File: config.mk
export PLATFORM = sky130hd
export DESIGN_NAME = pfba_ram
export DESIGN_NICKNAME = d
export VERILOG_FILES = /design/src/pfba_ram.sv
export SDC_FILE = /design/constraint.sdc
export NUM_CORES = 2
export LEC_CHECK = 0
export BUFFER_PORTS_ARGS = -buffer_cell sky130_fd_sc_hd__buf_2
export CAP_MARGIN = 30
export CORE_MARGIN = 4
export CORE_UTILIZATION = 55
export DETAILED_ROUTE_END_ITERATION = 16
export PLACE_DENSITY = 0.71
export SETUP_SLACK_MARGIN = 0.1
export SLEW_MARGIN = 20
export SYNTH_ARGS = -nofsm -noshare
export SYNTH_HDL_FRONTEND = slang
export SYNTH_SLANG_ARGS = --single-unit
File: constraint.sdc
create_clock -name aclk -period 4.8 [get_ports aclk]
set_clock_uncertainty 0.05 [all_clocks]
set_input_delay 0 -clock aclk [delete_from_list [all_inputs] [get_ports aclk]]
set_output_delay 0 -clock aclk [all_outputs]
set_load 0.1 [all_outputs]
File: src/pfba_ram.sv
// ----------------------------------------------------------------------------
// pfba_ram
// Generic simple dual-port RAM: one write port, one read port, registered read.
// ----------------------------------------------------------------------------
`default_nettype none

module pfba_ram #(
    parameter int WIDTH = 8,
    parameter int DEPTH = 512,
    localparam int AW   = (DEPTH > 1) ? $clog2(DEPTH) : 1
) (
    input  wire logic             aclk,
    input  wire logic             we,
    input  wire logic [AW-1:0]    waddr,
    input  wire logic [WIDTH-1:0] wdata,
    input  wire logic [AW-1:0]    raddr,
    output logic      [WIDTH-1:0] rdata
);

    logic [WIDTH-1:0] mem [DEPTH];

    always_ff @(posedge aclk) begin
        if (we) begin
            mem[waddr] <= wdata;
        end
        rdata <= mem[raddr];
    end

endmodule

`default_nettype wire

==> impl_metrics.env <==
export IMPL_regArea_um2=123000
export IMPL_cts_max_level=5
export IMPL_crit_arrival_ns=4.14
export IMPL_synth_compound_area_share_pct=4.31
export IMPL_ioPinCount=36
export IMPL_p_leak_nw=56.1
export IMPL_start_kind="flop"
export IMPL_synthCells=8030
export IMPL_grt_start_max_net_pins=171
export IMPL_grt_pass1_vias=81400
export IMPL_rows=197
export IMPL_min_period_ns=3.28
export IMPL_startpoint="mem[281][0]"
export IMPL_place_ws_ns=0.745
export IMPL_synth_edf_count=4096
export IMPL_dr_pass1_iters=6
export IMPL_synth_xor_area_share_pct=0
export IMPL_synth_top_family_by_area="multiplexers"
export IMPL_route_detailed_drc=0
export IMPL_clk_insertion_delay_late_ns=0.98
export IMPL_worst_path_buf_inv=0
export IMPL_syn_mean_instance_area_um2=19.9
export IMPL_nFillCells=19500
export IMPL_rr_startpoint="mem[281][0]"
export IMPL_slew_limit_headroom_pct=21.3
export IMPL_tns_ns=0
export IMPL_drive_gt1_share_pct=17.9
export IMPL_final_common_cell="edfxtp_1"
export IMPL_post_cts_resized=0
export IMPL_drv_slew=0
export IMPL_die_h_um=547
export IMPL_routed_wl_mm=404
export IMPL_post_cts_setup_buffers=0
export IMPL_avgViaCountPerCell=6.68
export IMPL_path_depth=7
export IMPL_multi_input_area_um2=34100
export IMPL_layout_setup_ws_ns=1.52
export IMPL_cts_buffer_depth=4
export IMPL_max_freq_ghz=0.305
export IMPL_synth_area_top_cells="edfxtp_1 77%, mux4_2 9.2%, mux2i_1 5.0%"
export IMPL_reg2reg_to="rdata[0]"
export IMPL_synth_area_um2=160000
export IMPL_synth_simple_area_share_pct=2.63
export IMPL_synth_ff_type="edfxtp_1"
export IMPL_synth_nets=8058
export IMPL_drv_cap=0
export IMPL_grt_pass1_wl_mm=583
export IMPL_initial_core_util_pct=55.4
export IMPL_path_cells="mux2i_1 -> o221ai_1 -> a21oi_1 -> nor4_1 -> nand4_1 -> nor4_2 -> o2111a_1"
export IMPL_setup_violations=0
export IMPL_cts_tree="done"
export IMPL_yosysTopAreaCell="edfxtp_1"
export IMPL_endpoint="rdata[0]"
export IMPL_synth_adder_area_share_pct=0
export IMPL_worst_path_dominant_cell_family="simple AND/OR/NAND/NOR gates"
export IMPL_cpMaxStageDelayCell="nor4_1"
export IMPL_yosys_warnings=0
export IMPL_grtUsageTotal_pct=26.6
export IMPL_asyncSetResetFlopFracSynth_pct=0
export IMPL_grt_setup_unrepaired="no"
export IMPL_vias=83000
export IMPL_cp_data_required_time_ns=5.66
export IMPL_cts_buffers_inserted=402
export IMPL_finalHoldViolCount=0
export IMPL_status="completed"
export IMPL_routabilityCongestion=0.915
export IMPL_min_path_type="input pin to flop"
export IMPL_path_max_fanout=2
export IMPL_grt_ovfl_total=0
export IMPL_die_width_um=547
export IMPL_ys_ff_latch=4104
export IMPL_r2r_cells=7
export IMPL_power_density_nw_per_um2=414
export IMPL_hold_path_depth=2
export IMPL_placedInstanceArea_um2=165000
export IMPL_yosysSeqAreaShare_pct=77.0
export IMPL_dieArea_um2=299000
export IMPL_area_growth_synth_to_final_pct=11.2
export IMPL_rrSetupSlack_ns=1.52
export IMPL_ys_types=51
export IMPL_wl_per_cell_um=32.5
export IMPL_yosysTopAreaCellShare_pct=76.9
export IMPL_finalNetCount=8222
export IMPL_portBuffers=35
export IMPL_drtIter0Drc=13000
export IMPL_core_area_um2=289000
export IMPL_dp_hpwl_mm=242
export IMPL_layout_common_cells="4096 x edfxtp_1, 797 x mux2i_1, 654 x mux4_2, 595 x nor2_1, 409 x clkbuf_16"
export IMPL_final_area_um2=178000
export IMPL_worst_slew_pin_slew_ns=1.18
export IMPL_postRouteAntennaNets=0
export IMPL_vdd_drop_max_v=0.000305
export IMPL_worstSetupEndpointType="flop"
export IMPL_synth_mux_area_share_pct=14.2
export IMPL_cts_clk_slew_worst_paths_ns=0.06
export IMPL_critPathMaxStageDelay_ns=0.90
export IMPL_root_buffer="clkbuf_16"
export IMPL_cts_sinks=4104
export IMPL_antenna_found_initial=28
export IMPL_fin_crit_sh_pct=68.3
export IMPL_worstSetupPathType="flop to flop"
==> final cells by class <==
type,count,share of cell area [%]
timing repair buffer,273,1.69
sequential,4104,69.3
inverter,3,0.0106
antenna,14,0.0197
clock buffer,492,5.94
tap,3880,2.73
multi-input combinational,3410,19.2
clock inverter,238,1.20
==> worst register-to-register path: stages (launching register included) <==
cell and delay [ns]:
edfxtp_1 0.37, mux2i_1 0.09, o221ai_1 0.29, a21oi_1 0.15, nor4_1 0.90, nand4_1 0.27, nor4_2 0.84, o2111a_1 0.30
==> sequential cells by signal, indices dropped and copies added (netlist names) <==
register  count
mem        4096
rdata         8
==> worst min-delay path by stage <==
stage              from           to  slack [ns]
2_1_floorplan  wdata[0]    mem[0][0]        0.05
3_3_place_gp   wdata[2]  mem[402][2]        0.40
3_5_place_dp   wdata[2]  mem[384][2]        0.42
4_1_cts        wdata[2]  mem[384][2]        0.02
5_1_grt        wdata[1]  mem[285][1]        0.04
6_report       wdata[1]  mem[284][1]        0.03
==> metal layers <==
metal	up-vias	part of all wire [%]	track usage [%]
li1	33800	-	-
met1	42900	38	38.5
met2	5357	46	40.4
met3	879	11	5.93
met4	6	4.2	9.92
met5	-	0.0089	0
==> synthesized netlist by cell type, types with 17 or more instances <==
| cell type | number |
|---|---|
| edfxtp_1 | 4096 |
| mux2i_1 | 797 |
| mux4_2 | 654 |
| nor2_1 | 597 |
| o221ai_1 | 371 |
| clkbuf_1 | 265 |
| a21oi_1 | 194 |
| o22ai_1 | 163 |
| o21ai_0 | 118 |
| nand2_1 | 111 |
| nor3_1 | 109 |
| buf_4 | 70 |
| buf_6 | 64 |
| a22oi_1 | 61 |
| buf_2 | 57 |
| buf_1 | 41 |
| nand3_1 | 36 |
| nor4_1 | 36 |
| nand4_1 | 32 |
| and2_1 | 20 |
| a211oi_1 | 17 |
==> cells by family (layout without fill, tap and decap cells) <==
logic type / count (synthesis) / after routing
multiplexers: 1451 / 1451
AO/OA/AOI/OAI: 979 / 979
buffers and inverters: 516 / 1006
other: 0 / 14
AND/OR/NAND/NOR: 980 / 980
flip-flops: 4104 / 4104
==> power by group <==
group,switching [mW],internal [mW]
clock,13.4,17.2
sequential,0.0447,39.5
combinational,2.54,1.15
==> per-stage QoR <==
stage	hold WS (ns)	instances	total power, mW	util, %
floorplan	0.0489	8030	42.2	-
global placement	0.402	11600	43.8	57.0
detailed placement	0.421	11700	43.9	57.1
CTS	0.0220	12400	73.9	61.6
global route	0.0361	12400	75.7	61.6
finish	0.0257	12400	73.7	61.6
==> what timing repair did <==
| item | in CTS | in global routing |
|---|---|---|
| setup endpoints to repair | 0 | 0 |
| hold buffers | 12 | 0 |
| hold endpoints to repair | 2970 | 0 |
No activity file was read; power rests on OpenSTA's default activity.
